**src/sv/hhbp_pkg.sv**
```systemverilog
// Shared types and codes for the HTTP header byte parser.
`timescale 1ns / 1ps
`default_nettype none

package hhbp_pkg;

    // Width of the value offset and its limit register
    localparam int OFFSET_W = 10;

    // Reset value of the value offset limit
    localparam logic [OFFSET_W-1:0] MAX_OFFSET_RESET = 10'd255;

    // Framing characters
    localparam logic [7:0] CH_COLON = 8'h3A;
    localparam logic [7:0] CH_CR    = 8'h0D;
    localparam logic [7:0] CH_LF    = 8'h0A;
    localparam logic [7:0] CH_SPACE = 8'h20;

    // Byte classes
    localparam logic [2:0] KIND_FRAME = 3'd0;
    localparam logic [2:0] KIND_KEY   = 3'd1;
    localparam logic [2:0] KIND_VALUE = 3'd2;
    localparam logic [2:0] KIND_BODY  = 3'd3;
    localparam logic [2:0] KIND_DROP  = 3'd4;

    // Parser status codes
    localparam logic [1:0] STATUS_PARSING = 2'd0;
    localparam logic [1:0] STATUS_DONE    = 2'd1;
    localparam logic [1:0] STATUS_ERROR   = 2'd2;

    // Parser states, one-hot
    typedef enum logic [9:0] {
        ST_START  = 10'b00_0000_0001,
        ST_KEY    = 10'b00_0000_0010,
        ST_COLON  = 10'b00_0000_0100,
        ST_SPACE  = 10'b00_0000_1000,
        ST_VALUE  = 10'b00_0001_0000,
        ST_CR     = 10'b00_0010_0000,
        ST_LF     = 10'b00_0100_0000,
        ST_END_CR = 10'b00_1000_0000,
        ST_DONE   = 10'b01_0000_0000,
        ST_ERROR  = 10'b10_0000_0000
    } state_t;

endpackage

`default_nettype wire

```
**src/sv/http_header_byte_parser_top.sv**
```systemverilog
// Top level of the HTTP header byte parser: byte classifier with input and result registers.
`timescale 1ns / 1ps
`default_nettype none

// Classifies the header section of an HTTP request one byte per clock while the result
// channel is not stalled: every accepted byte comes back on the result channel with its
// class (framing, key, value, body or dropped), key and value end strobes and the parser
// status. The block takes one byte every cycle and keeps doing so while results flow out;
// an accepted byte is held in the input register, classified by the state machine, and
// registered into the result register, where it is presented. While the result register
// is stalled the input register still takes one more byte. Errors and the end of the
// headers are sticky until a byte arrives with restart set. The user must write the value
// length limit register through cfg_wr_en and cfg_wr_data only while no byte is in flight;
// the block itself does not enforce this, and the register resets to 255.
module http_header_byte_parser_top
(
    input  wire logic                          clk,
    input  wire logic                          rst_n,
    // Configuration
    input  wire logic                          cfg_wr_en,
    input  wire logic [hhbp_pkg::OFFSET_W-1:0] cfg_wr_data,
    // Input byte channel
    input  wire logic                          in_valid,
    output logic                               in_stall,
    input  wire logic [7:0]                    data_byte,
    input  wire logic                          restart,
    // Result channel
    output logic                               out_valid,
    input  wire logic                          out_stall,
    output logic [7:0]                         byte_out,
    output logic [2:0]                         byte_kind,
    output logic                               key_done,
    output logic                               value_done,
    output logic [1:0]                         status
);

    // Input register
    logic                          in_valid_reg,   in_valid_next;
    logic [7:0]                    in_byte_reg;
    logic                          in_restart_reg;

    // Result register
    logic                          out_valid_reg,  out_valid_next;
    logic [7:0]                    byte_out_reg;
    logic [2:0]                    byte_kind_reg;
    logic                          key_done_reg;
    logic                          value_done_reg;
    logic [1:0]                    status_reg;

    // Parser state and limit
    hhbp_pkg::state_t              state_reg,      state_next;
    logic [hhbp_pkg::OFFSET_W-1:0] offset_reg,     offset_next;
    logic [hhbp_pkg::OFFSET_W-1:0] max_offset_reg;

    // Classifier signals
    hhbp_pkg::state_t              cur_state;
    logic [hhbp_pkg::OFFSET_W-1:0] cur_offset;
    logic [hhbp_pkg::OFFSET_W:0]   offset_inc;
    logic                          bad_key_start;
    logic                          is_cr;
    logic                          is_lf;
    logic [2:0]                    kind_next;
    logic                          key_done_next;
    logic                          value_done_next;
    logic [1:0]                    status_next;

    logic                          in_accept;
    logic                          advance;

    // Move the input item to the result register when that register is free or draining
    assign advance   = in_valid_reg && (!out_valid_reg || !out_stall);
    assign in_stall  = in_valid_reg && out_valid_reg && out_stall;
    assign in_accept = in_valid && !in_stall;

    assign in_valid_next  = in_accept ? 1'b1 : (advance ? 1'b0 : in_valid_reg);
    assign out_valid_next = advance ? 1'b1 : (out_stall ? out_valid_reg : 1'b0);

    // Apply restart before the byte is classified
    assign cur_state  = in_restart_reg ? hhbp_pkg::ST_START : state_reg;
    assign cur_offset = in_restart_reg ? '0 : offset_reg;
    assign offset_inc = {1'b0, cur_offset} + {{hhbp_pkg::OFFSET_W{1'b0}}, 1'b1};

    assign is_cr         = (in_byte_reg == hhbp_pkg::CH_CR);
    assign is_lf         = (in_byte_reg == hhbp_pkg::CH_LF);
    assign bad_key_start = (in_byte_reg == hhbp_pkg::CH_COLON) || is_cr || is_lf;

    // Classify the byte and pick the next state
    always_comb
    begin
        state_next      = cur_state;
        offset_next     = cur_offset;
        kind_next       = hhbp_pkg::KIND_FRAME;
        key_done_next   = 1'b0;
        value_done_next = 1'b0;
        case (cur_state)
            hhbp_pkg::ST_START:
            begin
                if (!(is_cr || is_lf))
                begin
                    if (bad_key_start)
                    begin
                        state_next = hhbp_pkg::ST_ERROR;
                        kind_next  = hhbp_pkg::KIND_DROP;
                    end
                    else
                    begin
                        state_next = hhbp_pkg::ST_KEY;
                        kind_next  = hhbp_pkg::KIND_KEY;
                    end
                end
            end
            hhbp_pkg::ST_KEY:
            begin
                // A key is never empty here: it was opened by a key byte
                if (in_byte_reg == hhbp_pkg::CH_COLON)
                begin
                    key_done_next = 1'b1;
                    state_next    = hhbp_pkg::ST_COLON;
                end
                else if (is_cr || is_lf)
                begin
                    state_next = hhbp_pkg::ST_ERROR;
                    kind_next  = hhbp_pkg::KIND_DROP;
                end
                else
                begin
                    kind_next = hhbp_pkg::KIND_KEY;
                end
            end
            hhbp_pkg::ST_COLON:
            begin
                if (in_byte_reg == hhbp_pkg::CH_SPACE)
                begin
                    state_next = hhbp_pkg::ST_SPACE;
                end
                else
                begin
                    state_next = hhbp_pkg::ST_ERROR;
                    kind_next  = hhbp_pkg::KIND_DROP;
                end
            end
            hhbp_pkg::ST_SPACE:
            begin
                if (is_cr)
                begin
                    state_next = hhbp_pkg::ST_ERROR;
                    kind_next  = hhbp_pkg::KIND_DROP;
                end
                else
                begin
                    offset_next = '0;
                    state_next  = hhbp_pkg::ST_VALUE;
                    kind_next   = hhbp_pkg::KIND_VALUE;
                end
            end
            hhbp_pkg::ST_VALUE:
            begin
                if (is_cr)
                begin
                    value_done_next = 1'b1;
                    state_next      = hhbp_pkg::ST_CR;
                end
                else if (offset_inc > {1'b0, max_offset_reg})
                begin
                    state_next = hhbp_pkg::ST_ERROR;
                    kind_next  = hhbp_pkg::KIND_DROP;
                end
                else
                begin
                    offset_next = offset_inc[hhbp_pkg::OFFSET_W-1:0];
                    kind_next   = hhbp_pkg::KIND_VALUE;
                end
            end
            hhbp_pkg::ST_CR:
            begin
                if (is_lf)
                begin
                    state_next = hhbp_pkg::ST_LF;
                end
                else
                begin
                    state_next = hhbp_pkg::ST_ERROR;
                    kind_next  = hhbp_pkg::KIND_DROP;
                end
            end
            hhbp_pkg::ST_LF:
            begin
                if (is_cr)
                begin
                    state_next = hhbp_pkg::ST_END_CR;
                end
                else if (bad_key_start)
                begin
                    state_next = hhbp_pkg::ST_ERROR;
                    kind_next  = hhbp_pkg::KIND_DROP;
                end
                else
                begin
                    state_next = hhbp_pkg::ST_KEY;
                    kind_next  = hhbp_pkg::KIND_KEY;
                end
            end
            hhbp_pkg::ST_END_CR:
            begin
                if (is_lf)
                begin
                    state_next = hhbp_pkg::ST_DONE;
                end
                else
                begin
                    state_next = hhbp_pkg::ST_ERROR;
                    kind_next  = hhbp_pkg::KIND_DROP;
                end
            end
            hhbp_pkg::ST_DONE:
            begin
                kind_next = hhbp_pkg::KIND_BODY;
            end
            default:
            begin
                // Error is sticky: drop every byte
                state_next = hhbp_pkg::ST_ERROR;
                kind_next  = hhbp_pkg::KIND_DROP;
            end
        endcase
    end

    // Report status from the state after this byte
    always_comb
    begin
        if (state_next == hhbp_pkg::ST_ERROR)
        begin
            status_next = hhbp_pkg::STATUS_ERROR;
        end
        else if (state_next == hhbp_pkg::ST_DONE)
        begin
            status_next = hhbp_pkg::STATUS_DONE;
        end
        else
        begin
            status_next = hhbp_pkg::STATUS_PARSING;
        end
    end

    // Control registers
    always_ff @(posedge clk or negedge rst_n)
    begin
        if (!rst_n)
        begin
            in_valid_reg   <= 1'b0;
            out_valid_reg  <= 1'b0;
            state_reg      <= hhbp_pkg::ST_START;
            offset_reg     <= '0;
            max_offset_reg <= hhbp_pkg::MAX_OFFSET_RESET;
        end
        else
        begin
            in_valid_reg  <= in_valid_next;
            out_valid_reg <= out_valid_next;
            if (advance)
            begin
                state_reg  <= state_next;
                offset_reg <= offset_next;
            end
            if (cfg_wr_en)
            begin
                max_offset_reg <= cfg_wr_data;
            end
        end
    end

    // Payload registers
    always_ff @(posedge clk)
    begin
        if (in_accept)
        begin
            in_byte_reg    <= data_byte;
            in_restart_reg <= restart;
        end
        if (advance)
        begin
            byte_out_reg   <= in_byte_reg;
            byte_kind_reg  <= kind_next;
            key_done_reg   <= key_done_next;
            value_done_reg <= value_done_next;
            status_reg     <= status_next;
        end
    end

    assign out_valid  = out_valid_reg;
    assign byte_out   = byte_out_reg;
    assign byte_kind  = byte_kind_reg;
    assign key_done   = key_done_reg;
    assign value_done = value_done_reg;
    assign status     = status_reg;

endmodule

`default_nettype wire

```
**config.mk**
```make
export PLATFORM = sky130hd
export DESIGN_NAME = http_header_byte_parser_top
export DESIGN_NICKNAME = d
export VERILOG_FILES = /design/src/sv/hhbp_pkg.sv /design/src/sv/http_header_byte_parser_top.sv
export SDC_FILE = /design/constraint.sdc
export NUM_CORES = 1
export LEC_CHECK = 0
export ABC_AREA = 0
export BUFFER_PORTS_ARGS = -buffer_cell sky130_fd_sc_hd__clkbuf_2
export CAP_MARGIN = 20
export CORE_MARGIN = 4
export CORE_UTILIZATION = 25
export CTS_CLUSTER_DIAMETER = 200
export DETAILED_ROUTE_END_ITERATION = 12
export SKIP_CTS_REPAIR_TIMING = 1
export SYNTH_ARGS = -nofsm -noshare
export SYNTH_HDL_FRONTEND = slang
export SYNTH_SLANG_ARGS = --single-unit
```
**constraint.sdc**
```tcl
create_clock -name clk -period 3.5 [get_ports clk]
set_input_delay 0.35 -clock clk [delete_from_list [all_inputs] [get_ports clk]]
set_output_delay 0.35 -clock clk [all_outputs]
set_load 0.02 [all_outputs]
```
# After elaboration in Yosys (flattened, before gate mapping)
# Index checks and enable logic that the tools add are counted.
# W data, S select, Z words.
dict set report word_totals {
  regBits 56
  latch_bits 0
  mem_bits_rw 0
  rom_bits 0
  in_bits 24
  out_inout_bits 17
  memories 0
}
dict set report op_classes {
  n_addsub 1
  mul 0
  n_div 0
  order_cmp 1
  n_eq_ne 16
  shift 0
  n_mux 36
  bitwise 0
  n_reduce_logical 13
}
# op n
set ops {}
lappend ops {{$mux W10} 16}
lappend ops {{$pmux W10 S9} 1}
lappend ops {{$mux W3} 10}
lappend ops {{$pmux W3 S8} 1}
lappend ops {{$eq A10 B9 Y1 const B} 2}
lappend ops {{$pmux W10 S2} 1}
lappend ops {{$eq A8 B4 Y1 const B} 2}
lappend ops {{$eq A8 B6 Y1 const B} 2}
lappend ops {{$add A10 B1 Y11 const B} 1}
lappend ops {{$gt A11 B10 Y1} 1}
lappend ops {{$eq A10 B1 Y1 const B} 1}
lappend ops {{$eq A10 B10 Y1 const B} 1}
lappend ops {{$eq A10 B2 Y1 const B} 1}
lappend ops {{$eq A10 B3 Y1 const B} 1}
lappend ops {{$eq A10 B4 Y1 const B} 1}
lappend ops {{$eq A10 B5 Y1 const B} 1}
lappend ops {{$eq A10 B6 Y1 const B} 1}
lappend ops {{$eq A10 B7 Y1 const B} 1}
lappend ops {{$eq A10 B8 Y1 const B} 1}
lappend ops {{$mux W1} 7}
lappend ops {{$logic_and A1 B1 Y1} 4}
lappend ops {{$logic_or A1 B1 Y1} 4}
lappend ops {{$logic_not A1 Y1} 3}
lappend ops {{$ne A2 B1 Y1 const B} 1}
lappend ops {{other kinds (2)} 2}

# Depth between registers and ports, before layout
# Gate-level depths: netlist of the first run.
dict set report logic_depth {
  depth_word 8
  depth_mapped 14
  depth_no_buf 11
}

# Worst setup path before layout of the first run
# Ideal clock, no wire load.
dict set report synth_timing {
  kind {register to register}
  startpoint {register in_restart_reg}
  endpoint {register byte_kind_reg[2] (netlist: byte_kind[2]), data pin}
  setup_ns 0.265
  t_arrival_ns 2.859
  t_required_ns 3.235
  path_slack_ns 0.375
  stages_incl_launch_ff 12
  synth_period_minus_slack_ns 3.125
  path_cell_list {edfxtp_1 -> clkbuf_1 -> clkbuf_1 -> clkbuf_1 -> nor2_1 -> ha_1 -> and2_0 -> a221o_1 -> a221oi_1 -> a21o_1 -> a21oi_1 -> or3_1}
}
dict set report synth_between {
  elab_chain_cells 6
}
# element line
set synth_rtl {}
lappend synth_rtl {{start, declared} http_header_byte_parser_top.sv:40} ;# logic in_restart_reg;
lappend synth_rtl {{start signal, assigned} http_header_byte_parser_top.sv:278} ;# in_restart_reg <= restart;
lappend synth_rtl {{$mux W10} http_header_byte_parser_top.sv:80} ;# assign cur_offset = in_restart_reg ? '0 : offset_reg;
lappend synth_rtl {{$add A10 B1 Y11} http_header_byte_parser_top.sv:81} ;# assign offset_inc = {1'b0, cur_offset} + {{hhbp_pkg::OFFSET_W{1'b0}}, 1'b1};
lappend synth_rtl {{$gt A11 B10 Y1} http_header_byte_parser_top.sv:163} ;# else if (offset_inc > {1'b0, max_offset_reg})
lappend synth_rtl {{$mux W3} http_header_byte_parser_top.sv:163}
lappend synth_rtl {{$mux W3} http_header_byte_parser_top.sv:158} ;# if (is_cr)
lappend synth_rtl {{$pmux W3 S8 *} http_header_byte_parser_top.sv:95} ;# case (cur_state)
lappend synth_rtl {{named net kind_next[2]} http_header_byte_parser_top.sv:62} ;# logic [2:0] kind_next;
lappend synth_rtl {{end signal, assigned} http_header_byte_parser_top.sv:283} ;# byte_kind_reg <= kind_next;
lappend synth_rtl {{end, declared} http_header_byte_parser_top.sv:45} ;# logic [2:0] byte_kind_reg;
# The timed path passes the listed nets; every way through them passes the cells marked *.
# A chain may end at the register's enable or synchronous reset.

# Worst setup path after layout of the first run
dict set report layout_timing {
  startpoint {register offset_reg[0] (netlist name)}
  endpoint {register offset_reg[6] (netlist name)}
}
dict set report layout_between {
  elab_chain_cells 6
}
# element line
set layout_rtl {}
lappend layout_rtl {{start, declared} http_header_byte_parser_top.sv:52} ;# logic [hhbp_pkg::OFFSET_W-1:0] offset_reg, offset_next;
lappend layout_rtl {{start signal, assigned} http_header_byte_parser_top.sv:263} ;# offset_reg <= offset_next;
lappend layout_rtl {{$mux W10 *} http_header_byte_parser_top.sv:80}
lappend layout_rtl {{$add A10 B1 Y11 *} http_header_byte_parser_top.sv:81}
lappend layout_rtl {{$gt A11 B10 Y1} http_header_byte_parser_top.sv:163}
lappend layout_rtl {{$mux W10 *} http_header_byte_parser_top.sv:163}
lappend layout_rtl {{$mux W10 *} http_header_byte_parser_top.sv:158}
lappend layout_rtl {{$pmux W10 S2 *} http_header_byte_parser_top.sv:95}
# Every way passes the cells marked *; elsewhere a longest branch is shown, timed or not.

==> results.tsv, run 1 <==
metric	value	unit
Setup CP Type	reg2reg	
area delta synth->final	16.6	%
period utilisation layout	92.1	%
Post-Syn Instances	323	
max-cap violation count	0	
die area	14400	sq um
YS warnings	0	
Worst setup EP type	flip-flop	
Post-DRT Antenna Nets	0	
clock skew	0.00703	ns
sequential area share after synthesis	48.7	%
ys async rst share	57.1	%
clock sinks	56	
vias in the first global route	2442	
Via-to-Cell Ratio	4.87	
number of I/O pins	41	
combinational power share	14.8	%
initial antenna violation count	0	
Slew Limit Fails	0	
CTS Root Cell	clkbuf_16	
GRT Total Usage	10.5	%
TNS Setup	0	ns
Seq pwr share	51.3	%
Overflow after GRT	0	
Critical Path RT	3.70	ns
diode count	0	
Post-synth top cells	nand2_1, nor2_1, edfxtp_1, o21ai_0, dfrtp_1	
RSZ-0062 raised after global routing	no	
Worst Setup Start Kind	flip-flop	
Synth area leader	edfxtp_1	
CTS tree	built	
I/O Buffers	40	
setup violators final	0	
Finished Cell Area	3670	sq um
Num CTS Buffers	5	
clock buffer depth	2	
Post-Synth Simple-Gate Area	23.9	%
Yosys top cell area share	22.9	%
FF-to-FF path depth	12	
Pwr Density	418	nW/um^2
sw frac	28.3	%
total wire length	7560	um
die outline width	120	um
Main synth FF type	edfxtp_1	
Iter 0 DRT Violations	150	
layout net count	389	
Die Span Y	120	um
Max Fclk	310	MHz
via count	2559	
Initial Util	25.9	%
worst relative slew slack	41.4	%
arrival time of the worst setup path	3.42	ns
EDFF count, synth	24	
Clk Latency, worst-skew pair	0.30	ns
top post-synthesis cells by area	edfxtp_1, dfrtp_1, dfstp_2, nand2_1, o21ai_0	
clock power share	33.9	%
xor/xnor share of the synthesized area	3.90	%
Synth Register Bits	56	
multiplexer share of the synthesized area	1.79	%
htree depth	2	
share of cells above drive strength 1	21.6	%
min Tclk post-route	3.22	ns
WL/cell	14.4	um
Psw	434	uW
largest family of logic cells by synthesized area	simple AND/OR/NAND/NOR gates	
TritonRoute pass-1 iters	6	
largest net degree at the start of global routing	33	
status	finished clean	
GPL Wtd Cong	0.872	
post-synthesis compound-gate area fraction	14.1	%
placed cell areas	3520	sq um
clk slew on worst S/H paths	0.07	ns
DP Wirelength	5500	um
min-delay worst type	in2async	
Max IR drop VDD	205	uV
Crit Path Max Fanout	13	
cell-internal power	1100	uW
Synth Area in Adders	3.58	%
first-pass GRT wire length	12200	um
top-count cell post-synth	nand2_1	
Leak	0.00153	uW
Syn Std Cell Area	3150	sq um
Core Region	12200	sq um
DRC viols	0	
Syn Nets	356	
Fin. Hold Viols	0	
row cnt	40	
post-synth cell types	57	
Worst Max-Slew Pin Slew	0.879	ns
Syn Area/Cell	9.74	sq um
## path summary, 6_finish.rpt
path,startpoint,end,slack [ns]
min,rst_n,max_offset_reg[9]$_DFFE_PN0P_,0.16
max in group asynchronous,rst_n,state_reg[3]$_DFFE_PN0P_,2.79
min reg2reg,in_byte_reg[6]$_DFFE_PP_,byte_out[6]$_DFFE_PP_,0.49
max reg2reg,offset_reg[0]$_DFFE_PN0P_,offset_reg[6]$_DFFE_PN0P_,0.28
max,offset_reg[0]$_DFFE_PN0P_,offset_reg[6]$_DFFE_PN0P_,0.28
min in group clk,data_byte[0],in_byte_reg[0]$_DFFE_PP_,0.21
## metal layers
layer / track usage, % / up-vias / wire (um)
li1: - / 1241 / -
met1: 13.8 / 1220 / 3360
met2: 15.7 / 77 / 3490
met3: 2.25 / 21 / 399
met4: 6.73 / 0 / 304
met5: 0 / - / 0
## power groups by stage
stage	sequential [uW]	combinational, uW	clock [uW]
floorplan	807	131	0
global placement	798	222	0
detailed placement	799	225	0
CTS	786	226	540
global route	791	251	565
finish	786	226	519
## logic make-up after synthesis
| family | count (synthesis) |
|---|---|
| adder cells (fa/ha/maj) | 9 |
| XOR/XNOR | 14 |
| AND/OR/NAND/NOR | 140 |
| AO/OA/AOI/OAI | 66 |
| flip-flops | 56 |
| buffers and inverters | 33 |
| multiplexers | 5 |
## metrics by stage
step | total power [uW] | cells | hold slack (ns) | utilization [%] | setup WS (ns)
2_1_floorplan | 938 | 323 | 0.0544 | - | 0.375
3_3_place_gp | 1020 | 517 | 0.477 | 28.9 | 0.487
3_5_place_dp | 1020 | 517 | 0.470 | 28.9 | 0.376
4_1_cts | 1550 | 525 | 0.175 | 30.2 | 0.349
5_1_grt | 1610 | 525 | 0.203 | 30.2 | 0.0795
6_report | 1530 | 525 | 0.159 | 30.2 | 0.277
## critical path, cell delays in order, from the launching register on
cell      delay (ns)
dfrtp_1         0.53
and4_1          0.45
nand4_1         0.16
xor2_1          0.16
nor2_1          0.16
ha_1            0.28
nand3_1         0.10
nor2_1          0.07
a221oi_1        0.42
a21o_1          0.22
buf_4           0.21
nand2_1         0.10
o311ai_1        0.24
## final cells by class
type / count / area [sq um]
inverter: 15 / 56.3
clock buffer: 5 / 125
multi-input combinational: 234 / 1490
fill: 1261 / 8490
sequential: 56 / 1530
timing repair buffer: 44 / 230
tap: 168 / 210
clock inverter: 3 / 26.3
## placed cells by master, fill, tap and decap left out, types with 4 or more instances in the layout
| cell type | Yosys | layout |
|---|---|---|
| ha_1 | 9 | 9 |
| nand3_1 | 12 | 12 |
| clkbuf_16 | 0 | 5 |
| edfxtp_1 | 24 | 24 |
| a31oi_1 | 5 | 5 |
| xnor2_1 | 5 | 5 |
| o211ai_1 | 4 | 4 |
| inv_1 | 15 | 15 |
| nor2b_1 | 4 | 4 |
| and2_1 | 5 | 5 |
| nand2b_1 | 8 | 8 |
| nand2_1 | 43 | 43 |
| clkbuf_2 | 0 | 40 |
| dfrtp_1 | 23 | 23 |
| and3_1 | 4 | 4 |
| mux2_2 | 5 | 5 |
| o21ai_0 | 24 | 24 |
| xor2_1 | 9 | 9 |
| nor4_1 | 4 | 4 |
| dfstp_2 | 9 | 9 |
| nor2_1 | 25 | 25 |
| nand4_1 | 9 | 9 |
| buf_4 | 0 | 4 |
| a21oi_1 | 4 | 4 |
Power figures use the tool's default switching activity.
==> inputs of run 2 (changes only) <==
MAX_ROUTING_LAYER = met4   (was default)
==> run 2 against run 1 <==
Routed wire length decreased by 0.16%. Sequential power barely moved. Highest routed layer unchanged. Total power is 0.21% higher. Combinational power hardly changed. Via count is 2.4% lower.
==> results.tsv, run 2 (synthesized netlist as in run 1, its figures left out) <==
metric	value	unit
pre-CTS setup slack	0.368	ns
DP Wirelength	5710	um
Leak	0.00153	uW
Setup CP Type	reg2reg	
Crit Path Max Fanout	10	
Via-to-Cell Ratio	4.76	
Iter 0 DRT Violations	146	
area delta synth->final	16.5	%
min Tclk post-route	3.19	ns
Num CTS Buffers	5	
layout net count	389	
most common cell after layout, fill and taps aside	nand2_1	
Worst Max-Slew Pin Slew	0.828	ns
RSZ-0062 raised after global routing	no	
period utilisation layout	91.3	%
status	finished clean	
arrival time of the worst setup path	3.35	ns
worst relative slew slack	44.8	%
share of cells above drive strength 1	21.6	%
CTS tree	built	
Max IR drop VDD	183	uV
initial antenna violation count	0	
GRT Total Usage	11.0	%
GPL Wtd Cong	0.898	
setup violators final	0	
htree depth	2	
clock skew	0.00837	ns
Critical Path RT	3.66	ns
number of I/O pins	41	
total wire length	7550	um
min-delay worst type	in2async	
DRC viols	0	
Die Span Y	120	um
Max Fclk	313	MHz
die outline width	120	um
I/O Buffers	40	
diode count	0	
CTS Root Cell	clkbuf_16	
Core Region	12200	sq um
max-cap violation count	0	
Clk Latency, worst-skew pair	0.30	ns
WL/cell	14.4	um
largest net degree at the start of global routing	33	
TNS Setup	0	ns
Worst Setup Start Kind	flip-flop	
via count	2498	
Post-DRT Antenna Nets	0	
Worst setup EP type	flip-flop	
Slew Limit Fails	0	
clk slew on worst S/H paths	0.08	ns
clock buffer depth	2	
TritonRoute pass-1 iters	4	
worst setup margin	0.305	ns
Pwr Density	419	nW/um^2
Overflow after GRT	0	
Initial Util	25.9	%
row cnt	40	
clock sinks	56	
commonest cells after routing, fill and taps aside	nand2_1, clkbuf_2, nor2_1	
first-pass GRT wire length	12400	um
vias in the first global route	2443	
Fin. Hold Viols	0	
die area	14400	sq um
==> run 2: worst paths after layout <==
path	from	end	slack [ns]	cells past startpoint
setup reg to reg	offset_reg[0]$_DFFE_PN0P_	offset_reg[8]$_DFFE_PN0P_	0.31	11
max in group asynchronous	rst_n	offset_reg[8]$_DFFE_PN0P_	2.84	1
hold reg to reg	in_valid_reg$_DFFE_PN0P_	out_valid$_DFFE_PN0P_	0.49	1
min in group clk	data_byte[6]	in_byte_reg[6]$_DFFE_PP_	0.22	1
setup / recovery	offset_reg[0]$_DFFE_PN0P_	offset_reg[8]$_DFFE_PN0P_	0.31	11
hold / removal	rst_n	offset_reg[4]$_DFFE_PN0P_	0.13	1
==> run 2: through the flow <==
step	util (%)	cells	instance area (sq um)	power, uW	hold slack (ns)
6_report	30.2	525	3670	1540	0.134
5_1_grt	30.2	525	3670	1610	0.197
4_1_cts	30.2	525	3670	1560	0.163
3_5_place_dp	28.9	517	3520	1030	0.476
3_3_place_gp	28.9	517	3520	1020	0.475
2_1_floorplan	-	323	3150	938	0.0544
==> run 2: critical path, cell delays in order (launching register included) <==
cell and delay, ns:
dfrtp_1 0.54, and4_1 0.41, nand4_1 0.15, xor2_1 0.16
nor2_1 0.16, ha_1 0.28, nand3_1 0.10, nor2_1 0.06
a221oi_1 0.46, a21oi_1 0.23, o21ai_0 0.32, o211ai_1 0.16
==> run 2: where the power goes <==
group	leakage, uW	switching, uW	internal [uW]
registers	0.000626	43.4	746
clock network	0.0000708	250	271
logic	0.000830	142	82.2
total	0.00153	436	1100
==> run 2: metal layers <==
metal | up-vias | routed length [um] | track usage, %
met5 | - | 0 | -
met4 | 0 | 129 | 3.94
met3 | 8 | 257 | 2.10
met2 | 50 | 3610 | 17.3
met1 | 1198 | 3550 | 14.2
li1 | 1242 | - | -
==> run 2: layout make-up <==
cell class	instances	area [sq um]
Tap cell	168	210
Clock buffer	5	125
Fill cell	1262	8490
Sequential cell	56	1530
Clock inverter	3	25.0
Multi-Input combinational cell	234	1490
Timing Repair Buffer	44	230
Inverter	15	56.3
==> inputs of run 3 (changes only) <==
REMOVE_ABC_BUFFERS = 1   (was default)
==> run 3 against run 2 <==
Total power is 3.5% higher. Global-route usage is 0.11 points lower. Register-to-register slack about the same. Core utilization is 0.11 points higher. Via count is 3.6% higher. Critical path type unchanged. Setup slack better by 0.0096 ns. Worst hold slack improved by 0.022 ns. Count of clock-buffer cells in the layout is the same. Critical endpoint is now status[1]$_SDFFCE_PN1P_. Routed wire length shrank 1.6%. First-iteration DRC count is 34% higher.
==> results.tsv, run 3 (synthesized netlist as in run 1, its figures left out) <==
metric	value	unit
die area	14400	sq um
Max IR drop VDD	211	uV
die outline width	120	um
Psw	421	uW
I/O Buffers	40	
Overflow after GRT	0	
combinational power share	14.2	%
area delta synth->final	17.0	%
layout net count	388	
Multi-input gate area	1490	sq um
first-pass GRT wire length	12400	um
Critical Path RT	3.55	ns
TNS Setup	0	ns
register area	1530	sq um
WL/cell	14.2	um
largest net degree at the start of global routing	33	
Worst path max stage delay	0.52	ns
initial antenna violation count	0	
min-delay worst type	in2async	
Via-to-Cell Ratio	4.94	
clock skew	0.00515	ns
diode count	0	
Crit path top cell by count	nor2_1	
CTS tree	built	
Clk Latency, worst-skew pair	0.30	ns
CP Cell Sequence	and4_1 -> nand4_1 -> xor2_1 -> nor2_1 -> ha_1 -> nand3_1 -> nor2_1 -> a221oi_1 -> a21o_1 -> a21oi_1 -> or3_1	
FILL cells	1262	
min Tclk post-route	3.19	ns
max-cap violation count	0	
clock sinks	56	
Leak	0.00153	uW
row cnt	40	
GRT Total Usage	10.9	%
htree depth	2	
arrival time of the worst setup path	3.23	ns
GPL Wtd Cong	0.897	
DRC viols	0	
worst relative slew slack	43.3	%
setup violators final	0	
Crit Path Max Fanout	10	
Worst setup EP type	flip-flop	
sw frac	26.5	%
CP top delay family	simple AND/OR/NAND/NOR gates	
Fin. Hold Viols	0	
Num CTS Buffers	5	
vias in the first global route	2514	
Worst Setup Start Kind	flip-flop	
clk slew on worst S/H paths	0.08	ns
Max Fclk	314	MHz
Slew Limit Fails	0	
Core Region	12200	sq um
Worst Max-Slew Pin Slew	0.850	ns
Worst Path Buf+Inv	0	
Worst path slowest cell	dfrtp_1	
commonest cells after routing, fill and taps aside	nand2_1, clkbuf_2, nor2_1	
RSZ-0062 raised after global routing	no	
DP Wirelength	5500	um
Post-DRT Antenna Nets	0	
total wire length	7430	um
period utilisation layout	91.0	%
Pwr Density	432	nW/um^2
via count	2588	
clock buffer depth	2	
clock power share	36.5	%
TritonRoute pass-1 iters	5	
Iter 0 DRT Violations	195	
share of cells above drive strength 1	21.3	%
total power	1590	uW
cell-internal power	1170	uW
status	finished clean	
Setup CP Type	reg2reg	
number of I/O pins	41	
Die Span Y	120	um
Initial Util	25.9	%
CTS Root Cell	clkbuf_16	
most common cell after layout, fill and taps aside	nand2_1	
Seq pwr share	49.3	%
-- run 3: changes by cell type in the layout (fill, tap and decap cells not counted), sizes merged --
cell    change
bufinv      +1
buf         -1
inv         -1
-- run 3: final cells by class --
class                           instances  area share, %
Clock buffer                            5           3.40
Clock inverter                          3           1.26
Inverter                               15           1.53
Multi-Input combinational cell        234           40.4
Sequential cell                        56           41.6
Tap cell                              168           5.71
Timing Repair Buffer                   43           6.05
-- run 3: final timing paths --
kind / from / slack [ns] / endpoint / cells after the start
max: offset_reg[0]$_DFFE_PN0P_ / 0.31 / status[1]$_SDFFCE_PN1P_ / 11
min in group clk: data_byte[7] / 0.23 / in_byte_reg[7]$_DFFE_PP_ / 1
max reg2reg: offset_reg[0]$_DFFE_PN0P_ / 0.31 / status[1]$_SDFFCE_PN1P_ / 11
min reg2reg: in_valid_reg$_DFFE_PN0P_ / 0.50 / out_valid$_DFFE_PN0P_ / 1
max in group asynchronous: rst_n / 2.82 / state_reg[8]$_DFFE_PN0P_ / 1
min: rst_n / 0.16 / max_offset_reg[8]$_DFFE_PN0P_ / 1
-- run 3: metrics by stage --
step | area (sq um) | setup slack (ns) | util [%] | instances | hold slack (ns)
floorplan | 3080 | 0.374 | - | 305 | 0.0544
CTS | 3680 | 0.319 | 30.3 | 524 | 0.178
global placement | 3510 | 0.495 | 28.9 | 516 | 0.478
detailed placement | 3510 | 0.335 | 28.9 | 516 | 0.485
global route | 3680 | 0.0352 | 30.3 | 524 | 0.215
finish | 3680 | 0.315 | 30.3 | 524 | 0.156
-- run 3: power groups by stage --
stage	logic (uW)	clock network (uW)	registers, uW
after global placement	222	0	797
after global routing	253	620	792
after CTS	228	598	784
after floorplan	122	0	810
final	225	580	784
after detailed placement	226	0	797
-- run 3: layer usage --
metal / global-route usage (%) / routed length, um
met5: - / 0
met4: 5.08 / 229
met3: 2.01 / 346
met2: 17.5 / 3640
met1: 13.2 / 3210
